## src/rtl/kmcq_pkg.sv

```systemverilog
// ----------------------------------------------------------------------------
// kmcq_pkg
// Shared types and constants of the k-means colour quantiser.
// ----------------------------------------------------------------------------
package kmcq_pkg;

    localparam int COLOR_W = 24;
    localparam int DIST_W  = 29;

    localparam logic [4:0] W_RED   = 5'd30;
    localparam logic [5:0] W_GREEN = 6'd59;
    localparam logic [3:0] W_BLUE  = 4'd11;

    localparam logic [DIST_W-1:0]  MOVE_LIMIT = DIST_W'(10000);
    localparam logic [COLOR_W-1:0] WHITE      = 24'hFFFFFF;

    localparam logic [1:0] REG_NUM_COLORS = 2'd0;
    localparam logic [1:0] REG_MAX_PASSES = 2'd1;

    typedef struct packed {
        logic       last;
        logic [5:0] idx;
    } dist_tag_t;

    typedef enum logic [3:0] {
        ST_IDLE,
        ST_PASS_CLR,
        ST_RD,
        ST_LATCH,
        ST_ISSUE,
        ST_WAIT,
        ST_UPD_START,
        ST_DIV,
        ST_MOVE,
        ST_MOVE_WAIT,
        ST_PASS_END,
        ST_EMIT
    } state_t;

endpackage

```

## src/rtl/kmcq_div.sv

```systemverilog
// ----------------------------------------------------------------------------
// kmcq_div
// Three-channel restoring divider giving an eight-bit mean per channel.
// ----------------------------------------------------------------------------
module kmcq_div #(
    parameter int CNT_W = 17
) (
    input  logic                      aclk,
    input  logic                      aresetn,
    input  logic                      start,
    input  logic [CNT_W+7:0]          sum_r,
    input  logic [CNT_W+7:0]          sum_g,
    input  logic [CNT_W+7:0]          sum_b,
    input  logic [CNT_W-1:0]          count,
    output logic                      done,
    output logic [kmcq_pkg::COLOR_W-1:0] mean
);
    import kmcq_pkg::*;

    localparam int SUM_W = CNT_W + 8;

    logic             busy_reg, done_reg;
    logic [2:0]       bit_reg;
    logic [SUM_W-1:0] rem_reg [3];
    logic [7:0]       q_reg   [3];
    logic [SUM_W-1:0] trial;

    assign trial = SUM_W'(count) << bit_reg;

    always_ff @(posedge aclk) begin
        if (!aresetn) begin
            busy_reg <= 1'b0;
            done_reg <= 1'b0;
        end else begin
            done_reg <= busy_reg && (bit_reg == 3'd0);
            if (start) begin
                busy_reg <= 1'b1;
            end else if (busy_reg && bit_reg == 3'd0) begin
                busy_reg <= 1'b0;
            end
        end
        if (start) begin
            bit_reg    <= 3'd7;
            rem_reg[0] <= sum_r;
            rem_reg[1] <= sum_g;
            rem_reg[2] <= sum_b;
            for (int i = 0; i < 3; i++) begin
                q_reg[i] <= 8'd0;
            end
        end else if (busy_reg) begin
            bit_reg <= bit_reg - 3'd1;
            for (int i = 0; i < 3; i++) begin
                if (rem_reg[i] >= trial) begin
                    rem_reg[i]         <= rem_reg[i] - trial;
                    q_reg[i][bit_reg] <= 1'b1;
                end
            end
        end
    end

    assign done = done_reg;
    assign mean = {q_reg[2], q_reg[1], q_reg[0]};
endmodule

```

## config.mk

```make
export PLATFORM = sky130hd
export DESIGN_NAME = kmcq_div
export DESIGN_NICKNAME = d
export VERILOG_FILES = /design/src/rtl/kmcq_pkg.sv /design/src/rtl/kmcq_div.sv
export SDC_FILE = /design/constraint.sdc
export NUM_CORES = 1
export LEC_CHECK = 0
export BUFFER_PORTS_ARGS = -buffer_cell sky130_fd_sc_hd__clkbuf_2
export CORE_MARGIN = 4
export CORE_UTILIZATION = 45
export CTS_CLUSTER_SIZE = 30
export DETAILED_ROUTE_END_ITERATION = 10
export PLACE_DENSITY = 0.67
export SLEW_MARGIN = 20
export SYNTH_ARGS = -nofsm -noshare
export SYNTH_HDL_FRONTEND = slang
export SYNTH_SLANG_ARGS = --single-unit
export TNS_END_PERCENT = 30
```

## constraint.sdc

```tcl
create_clock -name aclk -period 4.25 [get_ports aclk]
set_input_delay 0.6375 -clock aclk [delete_from_list [all_inputs] [get_ports aclk]]
set_output_delay 0.6375 -clock aclk [all_outputs]
set_load 0.005 [all_outputs]
```

# After elaboration in Yosys (flattened, before gate mapping)
# Memory sizes are Yosys's and may differ from the RTL's.
# Index checks and enable logic that the tools add are counted.
op_classes:
  addsub: 4
  n_mux: 48
  eq_ne: 0
  n_lt_le_gt_ge: 5
  multipliers: 0
  bitwise: 27
  n_div: 0
  n_shift: 1
  reduce_logical: 4
ops:
  columns: ["op", "count"]
  rows:
  - ["$ge A25 B25 Y1", 3]
  - ["$mux W25", 3]
  - ["$sub A25 B25 Y25", 3]
  - ["$mux W1", 41]
  - ["$or A1 B1 Y1", 27]
  - ["$shl A17 B3 Y25", 1]
  - ["$mux W8", 3]
  - ["$lt A3 B4 Y1 const B", 1]
  - ["$demux W1 S3", 1]
  - ["$ge A3 B1 Y1 const B", 1]
  - ["$logic_not A3 Y1", 1]
  - ["$sub A3 B1 Y3 const B", 1]
  - ["$logic_and A1 B1 Y1", 2]
  - ["$reduce_bool A2 Y1", 1]
totals:
  n_memories: 2
  rom_bits: 0
  ff_bits: 5
  output_inout_bits: 25
  latchBits: 0
  elab_cells: 94
  input_bits: 95
  ramBits: 99
mem_list:
  columns: ["memory", "depth", "width", "rd", "rd_clocked_by_memory_dff", "wr", "line_no", "rtl"]
  rows:
  - ["rem_reg", 3, 25, 3, 0, 3, "kmcq_div.sv:24", "logic [SUM_W-1:0] rem_reg [3];"]
  - ["q_reg", 3, 8, 3, 0, 3, "kmcq_div.sv:25", "logic [7:0] q_reg [3];"]

# Depth between registers and ports, before layout
logic_depth:
  word_depth: 7
  ltp_mapped: 19
  depth_no_buf: 13

# Worst setup path after synthesis
# Ideal clock, no wire load.
synth_path:
  path_kind: "register to register"
  from: "register bit_reg[1]"
  to: "memory rem_reg[0][72] in the netlist's numbering, data pin"
  setup_slack_ns: -0.255
  synth_period_minus_slack_ns: 4.505
  setup_time_ns: 0.260
  t_arrival_ns: 4.245
  t_required_ns: 3.990
  path_buffers: 5
  path_stages_with_launch: 17
  cell_sequence: "dfxtp_1 -> buf_1 -> clkbuf_1 -> mux2i_1 -> mux2i_1 -> mux2i_1 -> ha_1 -> a21o_1 -> a211o_1 -> or3_4 -> a21oi_2 -> o2bb2ai_2 -> or3_1 -> buf_2 -> buf_6 -> buf_6 -> mux2_4"
synth_lines:
  columns: ["item", "line_no", "rtl"]
  rows:
  - ["start, declared", "kmcq_div.sv:23", "logic [2:0] bit_reg;"]
  - ["start signal, assigned", "kmcq_div.sv:51", "bit_reg <= bit_reg - 3'd1;"]
  - ["end, declared", "kmcq_div.sv:24", null]

==> results.txt <==
Outcome = finished clean
Max-slew violations = 0
Final min period = 4.15 ns
CP max stage cell = or3_4
CTS root buf = clkbuf_16
Relative slew slack = 0.544
Post-synth top area cell = edfxtp_1
# rows = 50
Type of origin of the critical path = flip-flop
Mapped Area = 8720 um2
Ys async rst share = 0
RePlAce Congestion = 0.915
Clk Latency, worst-skew pair = 0.36 ns
Net Count, Synth = 1,014
Worst-Margin Slew = 0.682 ns
Htree depth = 3
Die area = 21,700 um2
Critical path's top delay family = compound AO/OA/AOI/OAI gates
RR Endpoint = rem_reg[0][39]
Largest register FFs = 75
R2R cell count = 15
DRC errors left = 0
Top post-synthesis cells by area = edfxtp_1 34%, ha_1 11%, mux2_4 5.5%, mux2_2 4.9%, xnor2_1 4.2%
Routed wire per std cell = 18.3 um
DPL Wire Length = 18,800 um
Avg Vias per Cell = 5.54
Final hold violations = 0
CTS Hold Bufs = 0
Nets = 1,253
Crit path required time = 4.36 ns
# fillers = 1,678
EDFF count, synth = 99
Synthesis warning total = 0
Main synth FF type = edfxtp_1
Antenna diode count = 0
Clock-pin slew on the worst setup and hold paths = 0.08 ns
Setup_tns = 0 ns
HP Start = aresetn
Core area = 18,900 um2
Critical path class = flip-flop to flip-flop
Critical Path AT = 4.26 ns
Peak VDD IR = 0.285 mV
Remaining Overflow, GRT = 0
Leakage = 4.90 nW
CTS Buf Count = 9
Synth top area share = 0.341
Die Ht = 147 um
Fin util = 0.582
Number of antenna violations at the first check in global routing = 0
Mapped Cells = 842
PD cells = 563 nW/um2
Hold crit path type = input port to flip-flop
Drt pass-1 iters = 5
F_max = 241 MHz
Tot Pwr = 6.19 mW
Crit share post-route = 0.976
# IOs = 120
Die width = 147 um
Seq/Total Area, Yosys = 0.352
Bufs and invs on worst path = 3
GRT Overall Usage = 0.222
Distinct cells, synth = 67
Reg-to-reg startpoint = bit_reg[0]
CP Cell Sequence = clkbuf_4, mux2_2, and3_1, a21oi_1, buf_4, ha_1, a21o_1, a21o_1, a21oi_1, o21ai_0, a2111o_1, o2bb2ai_2, or3_4, buf_4, mux2_4
CTS tree = done
Maxcap violations = 0
Synth top cells by count = 99 x edfxtp_1, 74 x ha_1, 70 x nand2_1, 67 x a21oi_1, 42 x xnor2_1
I/O Buffers = 119
Final hold slack = 0.485 ns
Hold EP = done
Max stage delay on crit path = 0.47 ns
RSZ-0062 raised after global routing = false
Initial DRC count = 576
Vias in the first global route = 7,101
Syn-to-layout area delta = 26.0%
Post-Syn Area per Cell = 10.4 um2
Flop and latch count out of synthesis = 104
Crit Path Max Fanout = 11
Final WL = 24,600 um
Post-DRT Antenna Nets = 0
Layout cell share with drive strength beyond 1 = 0.347
Final setup fails = 0
Clock buffer depth = 2
Crit. End Element = flip-flop
Largest net degree at the start of global routing = 40
Flop2flop setup slack = 0.10 ns
Effective utilization at floorplan = 0.461
Hold Path Depth = 3
Most frequent cell after synthesis = edfxtp_1
Worst clock skew = 0.0116 ns
First-pass GRT wire length = 37,900 um
CTS Sinks = 104
Via count = 7,457
[stage by stage]
stage / worst slack [ns] / area [um2] / std cells
after CTS: 0.0318 / 10900 / 1341
after detailed placement: -0.0751 / 10600 / 1325
after global routing: 0.0123 / 11000 / 1346
final: 0.102 / 11000 / 1346
after global placement: -0.0814 / 10600 / 1325
after floorplan: 0.0197 / 8720 / 842
[report_power, final]
part	switching, mW	internal [mW]
sequential	0.103	1.49
combinational	1.78	1.87
clock	0.418	0.524
[area by class of cell]
type | instances | area, um2 | share of cell area
multi-input combinational | 685 | 5440 | 0.495
sequential | 104 | 3080 | 0.280
timing repair buffer | 257 | 1720 | 0.157
tap | 260 | 325 | 0.0296
clock buffer | 9 | 225 | 0.0205
clock inverter | 7 | 103 | 0.00934
inverter | 24 | 90.1 | 0.00820
[layout by cell type, fill, tap and decap left out, drive strengths merged, types with 11 or more instances in the layout]
cell / instances
o21ai: 41
ha: 74
a21o: 33
clkbuf: 130
o21a: 19
nor2: 36
mux2: 70
nor2b: 14
inv: 26
nand2: 70
nand3: 13
nand4: 11
mux2i: 27
edfxtp: 99
nor3: 18
buf: 136
a21oi: 68
xnor2: 42
a31oi: 11
xor2: 23
[routing by layer]
layer | global-route usage | wire length, um | vias to the layer above
met4 | 0.0629 | 479 | 0
met2 | 0.354 | 11200 | 258
met1 | 0.309 | 11100 | 3494
met3 | 0.0419 | 1830 | 29
met5 | 0 | 0 | -
li1 | - | - | 3676
[cells by family (layout without fill, tap and decap cells)]
logic type / after synthesis / after routing / share of synthesized area
flip-flops: 104 / 104 / 0.352
AO/OA/AOI/OAI: 231 / 231 / 0.174
adder cells (fa/ha/maj): 77 / 77 / 0.113
buffers and inverters: 53 / 297 / 0.0278
AND/OR/NAND/NOR: 209 / 209 / 0.117
multiplexers: 103 / 103 / 0.151
XOR/XNOR: 65 / 65 / 0.0653
[worst min-delay path, cell delays in order]
cell,delay (ns)
clkbuf_2,0.09
nand2_1,0.05
nor2_1,0.03
[repair_timing]
item                                    4_1_cts  5_1_grt
pin swaps                                     0        2
buffers inserted                              0        4
gates resized for setup                       2       14
endpoints found under the setup margin       96      124
gates cloned                                  0        1
[worst max path at each step]
stage	from	to	slack, ns	cells after the start
2_1_floorplan	bit_reg[0]	rem_reg[0][72]	0.02	18
3_3_place_gp	bit_reg[0]	rem_reg[0][58]	-0.08	14
3_5_place_dp	bit_reg[0]	rem_reg[0][50]	-0.08	15
4_1_cts	bit_reg[1]	rem_reg[0][56]	0.03	15
5_1_grt	bit_reg[1]	rem_reg[0][57]	0.01	15
6_report	bit_reg[0]	rem_reg[0][39]	0.10	15
No activity file was read; power rests on OpenSTA's default activity.
