`src/rtl/kmcq_pkg.sv`:
```
// ----------------------------------------------------------------------------
// kmcq_pkg
// Shared types and constants of the k-means colour quantiser.
// ----------------------------------------------------------------------------
package kmcq_pkg;

    localparam int COLOR_W = 24;
    localparam int DIST_W  = 29;

    localparam logic [4:0] W_RED   = 5'd30;
    localparam logic [5:0] W_GREEN = 6'd59;
    localparam logic [3:0] W_BLUE  = 4'd11;

    localparam logic [DIST_W-1:0]  MOVE_LIMIT = DIST_W'(10000);
    localparam logic [COLOR_W-1:0] WHITE      = 24'hFFFFFF;

    localparam logic [1:0] REG_NUM_COLORS = 2'd0;
    localparam logic [1:0] REG_MAX_PASSES = 2'd1;

    typedef struct packed {
        logic       last;
        logic [5:0] idx;
    } dist_tag_t;

    typedef enum logic [3:0] {
        ST_IDLE,
        ST_PASS_CLR,
        ST_RD,
        ST_LATCH,
        ST_ISSUE,
        ST_WAIT,
        ST_UPD_START,
        ST_DIV,
        ST_MOVE,
        ST_MOVE_WAIT,
        ST_PASS_END,
        ST_EMIT
    } state_t;

endpackage

```
`src/rtl/kmcq_dist.sv`:
```
// ----------------------------------------------------------------------------
// kmcq_dist
// Two-stage pipelined weighted squared colour distance, with a tag.
// ----------------------------------------------------------------------------
module kmcq_dist (
    input  logic                      aclk,
    input  logic                      aresetn,
    input  logic                      in_valid,
    input  logic [kmcq_pkg::COLOR_W-1:0] in_a,
    input  logic [kmcq_pkg::COLOR_W-1:0] in_b,
    input  kmcq_pkg::dist_tag_t       in_tag,
    output logic                      out_valid,
    output logic [kmcq_pkg::DIST_W-1:0]  out_dist,
    output kmcq_pkg::dist_tag_t       out_tag
);
    import kmcq_pkg::*;

    function automatic logic [7:0] chan_diff(input logic [7:0] x, input logic [7:0] y);
        chan_diff = (x > y) ? (x - y) : (y - x);
    endfunction

    logic        v1_reg, v2_reg;
    dist_tag_t   t1_reg, t2_reg;
    logic [12:0] r1_reg;
    logic [13:0] g1_reg;
    logic [11:0] b1_reg;
    logic [25:0] r2_reg;
    logic [27:0] g2_reg;
    logic [23:0] b2_reg;

    always_ff @(posedge aclk) begin
        if (!aresetn) begin
            v1_reg <= 1'b0;
            v2_reg <= 1'b0;
        end else begin
            v1_reg <= in_valid;
            v2_reg <= v1_reg;
        end
        t1_reg <= in_tag;
        t2_reg <= t1_reg;
        r1_reg <= 13'(chan_diff(in_a[7:0], in_b[7:0]) * W_RED);
        g1_reg <= 14'(chan_diff(in_a[15:8], in_b[15:8]) * W_GREEN);
        b1_reg <= 12'(chan_diff(in_a[23:16], in_b[23:16]) * W_BLUE);
        r2_reg <= 26'(r1_reg * r1_reg);
        g2_reg <= 28'(g1_reg * g1_reg);
        b2_reg <= 24'(b1_reg * b1_reg);
    end

    assign out_valid = v2_reg;
    assign out_tag   = t2_reg;
    assign out_dist  = DIST_W'(r2_reg) + DIST_W'(g2_reg) + DIST_W'(b2_reg);
endmodule

```
`config.mk`:
```
export PLATFORM = sky130hd
export DESIGN_NAME = kmcq_dist
export DESIGN_NICKNAME = d
export VERILOG_FILES = /design/src/rtl/kmcq_pkg.sv /design/src/rtl/kmcq_dist.sv
export SDC_FILE = /design/constraint.sdc
export NUM_CORES = 1
export LEC_CHECK = 0
export BUFFER_PORTS_ARGS = -buffer_cell sky130_fd_sc_hd__clkbuf_2
export CAP_MARGIN = 20
export CORE_ASPECT_RATIO = 0.5
export CORE_MARGIN = 10
export CORE_UTILIZATION = 35
export DETAILED_ROUTE_END_ITERATION = 8
export PLACE_DENSITY_LB_ADDON = 0.05
export SETUP_SLACK_MARGIN = 0.1
export SYNTH_ARGS = -nofsm -noshare
export SYNTH_HDL_FRONTEND = slang
export SYNTH_SLANG_ARGS = --single-unit
export TNS_END_PERCENT = 30
```
`constraint.sdc`:
```
create_clock -name aclk -period 8 [get_ports aclk]
set_clock_uncertainty 0.05 [all_clocks]
set_input_delay 1.6 -clock aclk [delete_from_list [all_inputs] [get_ports aclk]]
set_output_delay 1.6 -clock aclk [all_outputs]
set_load 0.02 [all_outputs]
```
# After elaboration in Yosys (flattened, before gate mapping)
# Index checks and enable logic that the tools add are counted.
dict set report totals {
  reg_bits 132
  inputBits 58
  word_cells 32
}
dict set report op_classes {
  addsub 8
  magnitude_cmp 3
  muxes 3
  multipliers 6
}
# cell n
set ops {}
lappend ops {{12-bit by 12-bit multiplier with 24-bit output} 2}
lappend ops {{8-bit subtractor} 6}
lappend ops {{26-bit by 28-bit adder with 29-bit output} 1}
lappend ops {{29-bit by 24-bit adder with 29-bit output} 1}
lappend ops {{14-bit by 14-bit multiplier with 28-bit output} 1}
lappend ops {{8-bit greater-than comparator} 3}
lappend ops {{8-bit by 4-bit multiplier with 12-bit output (second input constant)} 2}
lappend ops {{8-bit two-way mux} 3}
lappend ops {{8-bit by 6-bit multiplier with 14-bit output (second input constant)} 1}

# Depth between registers and ports, before layout
# Gate-level depths: netlist of the first run.
dict set report logic_depth {
  ltp_word 3
  mapped_depth 26
  ltp_nobuf 26
}

# Worst setup path after synthesis of the first run
# Ideal clock, no wire load.
dict set report synth_timing {
  kind {in2reg}
  startpoint {in in_a[8] in the netlist's numbering}
  endpoint {reg g1_reg[13]}
  path_slack_ps 1178
  stages 25
  t_required_ps 7878
  t_arrival_ps 6700
  n_path_buf 0
  cell_sequence {inv_1 -> ha_1 -> inv_1 -> fa_1 -> a21o_1 -> a21o_1 -> a21o_1 -> a21oi_1 -> o21ai_2 -> mux2i_1 -> xnor2_1 -> inv_1 -> fa_1 -> fa_1 -> fa_1 -> inv_1 -> ha_1 -> a21o_1 -> a21oi_1 -> o21bai_1 -> a21oi_1 -> o21ai_0 -> a21o_1 -> a21oi_1 -> xnor2_1}
}
dict set report synth_between {
  elab_chain_cells 3
}
# item line
set synth_lines {}
lappend synth_lines {{from (decl)} kmcq_dist.sv:9} ;# input logic [kmcq_pkg::COLOR_W-1:0] in_a,
lappend synth_lines {{8-bit subtractor or 8-bit greater-than comparator (tied branches)} kmcq_dist.sv:19} ;# chan_diff = (x > y) ? (x - y) : (y - x);
lappend synth_lines {{8-bit two-way mux *} kmcq_dist.sv:19}
lappend synth_lines {{8-bit by 6-bit multiplier with 14-bit output *} kmcq_dist.sv:42} ;# g1_reg <= 14'(chan_diff(in_a[15:8], in_b[15:8]) * W_GREEN);
lappend synth_lines {{to (signal assigned)} kmcq_dist.sv:42}
lappend synth_lines {{to (decl)} kmcq_dist.sv:25} ;# logic [13:0] g1_reg;
# Mark *: on every way between the ends. The rest lies on a longest branch, timed or not.
# A chain may end at the register's enable or synchronous reset.

# Worst setup path after layout of the first run
# Ends and elaborated chain as after synthesis.

==> out/results.tsv, run 1 <==
stage	metric	value	unit
outcome	status	complete, no violations	
clock_network	cts_made_buffers	17	
routing	dr.first_iter.drc_count	529	
clock_network	clock-sinks	127	
timing	slew_violations	0	
yosys	synth-xor-area-share	6.29	%
clock_network	cts_tree	done	
cells_and_area	final_common_cell	inv_1	
die	io_pins	95	
setup_path	worstSetupEndpointType	flip-flop	
clock_network	ctsRootBufferMaster	clkbuf_16	
setup_path	ff2ff_setup_slack	1.47	ns
clock_network	cts_resized	0	
routing	drtAntennaViolNets	0	
routing	wl_per_cell	14.5	µm
clock_network	cts_setup_buffers	0	
cells_and_area	largest_reg_flops	27	
cells_and_area	fin_nets	3178	
yosys	syn_area_per_cell	9.25	µm²
placed_design	port-buffer-count	94	
yosys	synthMuxAreaShare	0.927	%
global_route	overflow	0	
yosys	async_flop_share	0	%
routing	totalWireLength	47.5	mm
die	dieArea	0.0735	mm²
setup_path	critPathKind	input port to flip-flop	
timing	fin_tns_setup	0	ns
timing	worstMarginPinSlew	0.787	ns
timing	final-setup-viol-count	0	
yosys	syn_nets	3104	
timing	rsz0062_at_grt	no	
global_route	grt_antenna_before_repair	0	
cells_and_area	drive_gt1_share	6.61	%
cells_and_area	antenna_cells	0	
clock_network	cts_max_level	4	
die	core	0.0615	mm²
routing	drc	0	
cells_and_area	area_growth	8.99	%
clock_network	insertion_delay	0.45	ns
global_route	grt_pass1_wl	81.6	mm
min_path	hp-class	flip-flop to flip-flop	
yosys	yosys_warnings	0	
die	die_y	197	µm
timing	timing.fmax	0.147	GHz
setup_path	worst_setup_path_start_kind	input port	
global_route	grt_pass1_vias	15700	
timing	hold_violations	0	
yosys	ys_seq_area_share	11.6	%
global_route	grt_max_degree	17	
yosys	synth_cells	2365	
die	num_rows	64	
global_route	globalRouteTotalUtil	13.5	%
placed_design	dpl_worst_slack	0.719	ns
min_path	hold_start	t1_reg[5]	
routing	routed-via-count	14900	
yosys	ys_ff_latch	127	
timing	slew_headroom	47.5	%
setup_path	regToRegStartpoint	g1_reg[4]	
yosys	synthAdderAreaFrac	50.4	%
timing	fin_crit_sh	84.9	%
clock_network	postCtsHoldBufs	0	
die	start_util	35.6	%
yosys	synthesis.area	0.0219	mm²
routing	drt_pre_antenna_iters	5	
yosys	synth_flop_cell	dfxtp_1	
yosys	synth_compound_area_share	10.3	%
setup_path	worst-path-max-fanout	9	
yosys	synth_edf_count	0	
clock_network	path_clk_slew	0.06	ns
timing	whs	0.276	ns
timing	setup_ws	1.21	ns
setup_path	critPathArrivalTime	7.11	ns
yosys	synth_top_family_by_area	adder cells	
die	die_x	374	µm
placed_design	dp_hpwl	41.2	mm
timing	layout_min_cycle_time	6.79	ns
job	drv_cap	0	
yosys	synth.distinct_cells	67	
routing	vias_per_cell	4.54	
placed_design	gp_congestion	0.750	
clock_network	clockBufferDepth	2	
cells_and_area	mostFrequentLayoutCells	inv_1, ha_1, fa_1, nand2_1, and2_1	
setup_path	cp.required	8.32	ns
setup_path	cp-startpoint	in_a[8]	
yosys	yosys.area_share.simple	9.76	%
==> cell type report <==
type	count	area (µm²)
Fill cell	6321	37700
Multi-Input combinational cell	1617	17000
Sequential cell	127	2540
Inverter	572	2150
Tap cell	825	1030
Timing Repair Buffer	104	546
Clock buffer	20	447
Clock inverter	12	135
==> synth_stat cells (all sizes together), types with 5 or more instances <==
| cell type | instances | area share, % |
|---|---|---|
| o31ai | 6 | 0.27 |
| a211oi | 10 | 0.37 |
| xnor2 | 109 | 4.4 |
| and3 | 9 | 0.26 |
| nor3 | 9 | 0.21 |
| a221oi | 11 | 0.50 |
| nor2b | 25 | 0.72 |
| clkbuf | 41 | 0.70 |
| inv | 572 | 9.8 |
| nand3 | 16 | 0.37 |
| buf | 8 | 0.18 |
| a21o | 79 | 2.7 |
| a31oi | 13 | 0.37 |
| nor4 | 5 | 0.17 |
| nor2 | 53 | 0.91 |
| nand2 | 144 | 2.5 |
| fa | 333 | 30 |
| mux2 | 10 | 0.51 |
| o21bai | 25 | 0.86 |
| and2 | 128 | 3.7 |
| ha | 348 | 20 |
| nand4 | 9 | 0.26 |
| dfxtp | 127 | 12 |
| xor2 | 48 | 1.9 |
| a21oi | 107 | 2.5 |
| o21a | 7 | 0.24 |
| o21ai | 47 | 1.1 |
| mux2i | 9 | 0.41 |
| nand2b | 6 | 0.17 |
==> worst paths after layout <==
check	endpoint	cells past startpoint
hold reg to reg	out_tag[5]	0
setup reg to reg	g2_reg[26]	21
setup / recovery	g1_reg[13]	27
hold / removal	out_tag[5]	0
==> worst max-delay path, cell delays in order <==
cell and delay (ns):
clkbuf_2 0.09, inv_1 0.05, ha_1 0.14, inv_1 0.06, fa_1 0.40, a21o_1 0.17, a21o_1 0.18, a21o_1 0.17
a21oi_1 0.23, o21ai_2 0.21, mux2i_1 0.22, xnor2_1 0.13, buf_4 0.16, inv_1 0.08, fa_1 0.56, fa_1 0.43
fa_1 0.49, inv_1 0.04, ha_1 0.31, a21o_1 0.17, a21oi_1 0.21, o21bai_1 0.09, a21oi_1 0.21, o21ai_0 0.17
a21o_1 0.20, a21oi_1 0.18, xnor2_1 0.14
==> per-stage QoR <==
step,instance area [µm²],util (%),cells
after floorplan,21900,-,2365
after global placement,23300,37.8,3245
after detailed placement,23300,37.8,3245
after CTS,23800,38.8,3277
after global routing,23800,38.8,3277
final,23800,38.8,3277
==> layer usage <==
layer,part of all wire (%),global-route usage [%],vias up
met5,0,0,-
li1,-,-,7547
met2,44,21.2,104
met3,1.6,1.86,12
met4,0.65,2.10,0
met1,54,19.7,7210
==> cells by family (layout without fill, tap and decap cells) <==
logic type               after synthesis  count (layout)
AO/OA/AOI/OAI                        338             338
multiplexers                          19              19
flip-flops                           127             127
other                                  1               1
adder cells (fa/ha/maj)              681             681
XOR/XNOR                             157             157
buffers and inverters                621             708
AND/OR/NAND/NOR                      421             421
Power of run 1 is not shown: default switching activity piles up to over one toggle a cycle in this logic, so the estimate is an artifact.
==> run 2: changes to the inputs <==
==> constraint.sdc (replaced) <==
create_clock -name aclk -period 6.06 [get_ports aclk]
set_clock_uncertainty 0.05 [all_clocks]
set_input_delay 1.212 -clock aclk [delete_from_list [all_inputs] [get_ports aclk]]
set_output_delay 1.212 -clock aclk [all_outputs]
set_load 0.02 [all_outputs]
==> run 2 against run 1 <==
  * Global-route usage grew 0.36 points
  * Cell count grew 3.9%
  * Critical path depth shrank 6
  * Critical path type is now flip-flop to flip-flop
  * Worst setup slack lost 0.89 ns
  * Sequential share of layout area shrank 0.41 points
  * Count of clock-buffer cells in the layout shrank 3
  * First-iteration DRC count grew 1.5%
  * Die area is the same
  * Final area grew 5.4%
  * Flip-flop and latch count is the same
==> out/results.tsv, run 2 (synthesized netlist as in run 1, its figures left out) <==
stage	metric	value	unit	change
cells_and_area	fillerInstances	6305		-0.25%
setup_path	crit_top_cell	fa_1		
clock_network	path_clk_slew	0.07	ns	about the same
timing	layout_min_cycle_time	5.74	ns	
setup_path	cp.required	6.37	ns	-1.95 ns
routing	drtAntennaViolNets	0		unchanged
timing	final-setup-viol-count	0		unchanged
outcome	status	complete, no violations		
setup_path	cp_cell_sequence	clkinvlp_4 > ha_1 > xnor2_1 > fa_1 > inv_1 > fa_1 > inv_1 > fa_1 > fa_1 > inv_1 > fa_1 > inv_1 > ha_1 > nand3_2 > o22ai_2 > nor3_2 > o31a_1 > o211ai_1 > a311o_1 > a21oi_2 > xnor2_2		
setup_path	cp_num_cells	21		-22%
clock_network	ctsRootBufferMaster	clkbuf_16		
placed_design	gp_congestion	0.791		+5.5%
clock_network	clock-sinks	127		unchanged
cells_and_area	antenna_cells	0		unchanged
setup_path	worst-path-max-fanout	5		-4
clock_network	cts_max_level	4		unchanged
die	die_y	197	µm	unchanged
die	core	0.0615	mm²	unchanged
global_route	globalRouteTotalUtil	13.8	%	+0.36 points
placed_design	port-buffer-count	94		unchanged
global_route	grt_antenna_before_repair	1		+1
setup_path	critPathArrivalTime	6.05	ns	-1.06 ns
die	io_pins	95		unchanged
routing	drt_pre_antenna_iters	5		unchanged
timing	timing.fmax	0.174	GHz	
routing	drc	0		unchanged
timing	slew_violations	0		unchanged
cells_and_area	fin_nets	3306		+4.0%
timing	worstMarginPinSlew	0.639	ns	-0.148 ns
setup_path	max_stage_delay	0.53	ns	-0.03 ns
cells_and_area	area_growth	14.9	%	
clock_network	cts_tree	done		
cells_and_area	final_common_cell	inv_1		
cells_and_area	largest_reg_flops	27		unchanged
min_path	hold_depth	0		unchanged
setup_path	worst_setup_path_start_kind	flip-flop		
die	die_x	374	µm	unchanged
clock_network	cts_made_buffers	17		unchanged
routing	wl_per_cell	14.5	µm	+0.16%
global_route	grt_pass1_vias	16400		+4.3%
cells_and_area	mostFrequentLayoutCells	inv_1, ha_1, fa_1, nand2_1, buf_4		
placed_design	placed_area	0.0242	mm²	+4.3%
global_route	grt_pass1_wl	84.1	mm	+3.1%
global_route	grt_max_degree	17		unchanged
setup_path	worstSetupEndpointType	flip-flop		
job	drv_cap	0		unchanged
setup_path	crit_family	adder cells		
routing	dr.first_iter.drc_count	537		+1.5%
die	dieArea	0.0735	mm²	unchanged
cells_and_area	drive_gt1_share	13.1	%	+6.5 points
routing	totalWireLength	49.4	mm	+4.1%
min_path	hp-class	flip-flop to flip-flop		
cells_and_area	final_area	0.0251	mm²	+5.4%
global_route	overflow	0		unchanged
placed_design	dp_hpwl	43.3	mm	+4.9%
setup_path	path_buf_inv	5		-1
routing	routed-via-count	15400		+3.3%
timing	fin_crit_sh	94.7	%	
die	start_util	35.6	%	unchanged
clock_network	insertion_delay	0.45	ns	about the same
setup_path	worstRegToRegCells	21		unchanged
timing	hold_violations	0		unchanged
routing	vias_per_cell	4.51		-0.62%
clock_network	clockBufferDepth	2		unchanged
setup_path	critPathKind	flip-flop to flip-flop		
timing	rsz0062_at_grt	yes		
setup_path	critPathSlowestCell	fa_1		
die	num_rows	64		unchanged
timing	slew_headroom	57.4	%	+9.9 points
[run 2: final cells by class]
| class | count | area, µm² | share of cell area [%] |
|---|---|---|---|
| flip-flops and latches | 127 | 2580 | 10.3 |
| multi-input cells | 1617 | 17200 | 68.5 |
| clock inverters | 15 | 190 | 0.757 |
| clock buffers | 17 | 425 | 1.69 |
| inverters | 572 | 2150 | 8.56 |
| repair buffers | 232 | 1540 | 6.12 |
| well taps | 825 | 1030 | 4.11 |
[run 2: per-stage QoR]
| stage | util (%) | worst slack [ns] | instances | TNS (ns) | hold slack (ns) |
|---|---|---|---|---|---|
| final | 40.9 | 0.319 | 3405 | 0 | 0.280 |
| after global routing | 40.9 | 0.0880 | 3405 | 0 | 0.280 |
| after CTS | 40.4 | 0.105 | 3399 | 0 | 0.278 |
| after detailed placement | 39.4 | -0.177 | 3367 | -0.502 | 0.264 |
| after global placement | 39.4 | -0.117 | 3367 | -0.257 | 0.260 |
| after floorplan | - | 0.0862 | 2365 | 0 | 0.260 |
[run 2: timing repair]
item	CTS	global route
pin swaps	0	19
hold buffers	0	0
resized for setup	4	47
endpoints found under the setup margin	3	15
hold endpoints to repair	0	0
gates cloned	0	1
buffers inserted	0	5
[run 2: routing by layer]
metal  global-route usage (%)  vias up  routed length (µm)
met5                        0        -                   0
met4                     2.07        0                 414
met3                     1.82       22                1220
met2                     21.9      138               21500
met1                     20.2     7399               26200
li1                         -     7799                   -
[run 2: worst paths after layout]
check	startpoint	endpoint	slack [ns]
min	t1_reg[0]	out_tag[0]	0.28
max	g1_reg[6]	g2_reg[24]	0.32
max reg2reg	g1_reg[6]	g2_reg[24]	0.32
min reg2reg	t1_reg[0]	out_tag[0]	0.28
[run 2: worst reg2reg max path: stages (launching register included)]
cell and delay, ns:
dfxtp_4 0.42, clkinvlp_4 0.23, ha_1 0.36, xnor2_1 0.16
fa_1 0.53, inv_1 0.06, fa_1 0.53, inv_1 0.05
fa_1 0.45, fa_1 0.49, inv_1 0.05, fa_1 0.49
inv_1 0.04, ha_1 0.31, nand3_2 0.11, o22ai_2 0.08
nor3_2 0.14, o31a_1 0.24, o211ai_1 0.15, a311o_1 0.40
a21oi_2 0.18, xnor2_2 0.14
Power of run 2 is left out for the same reason.
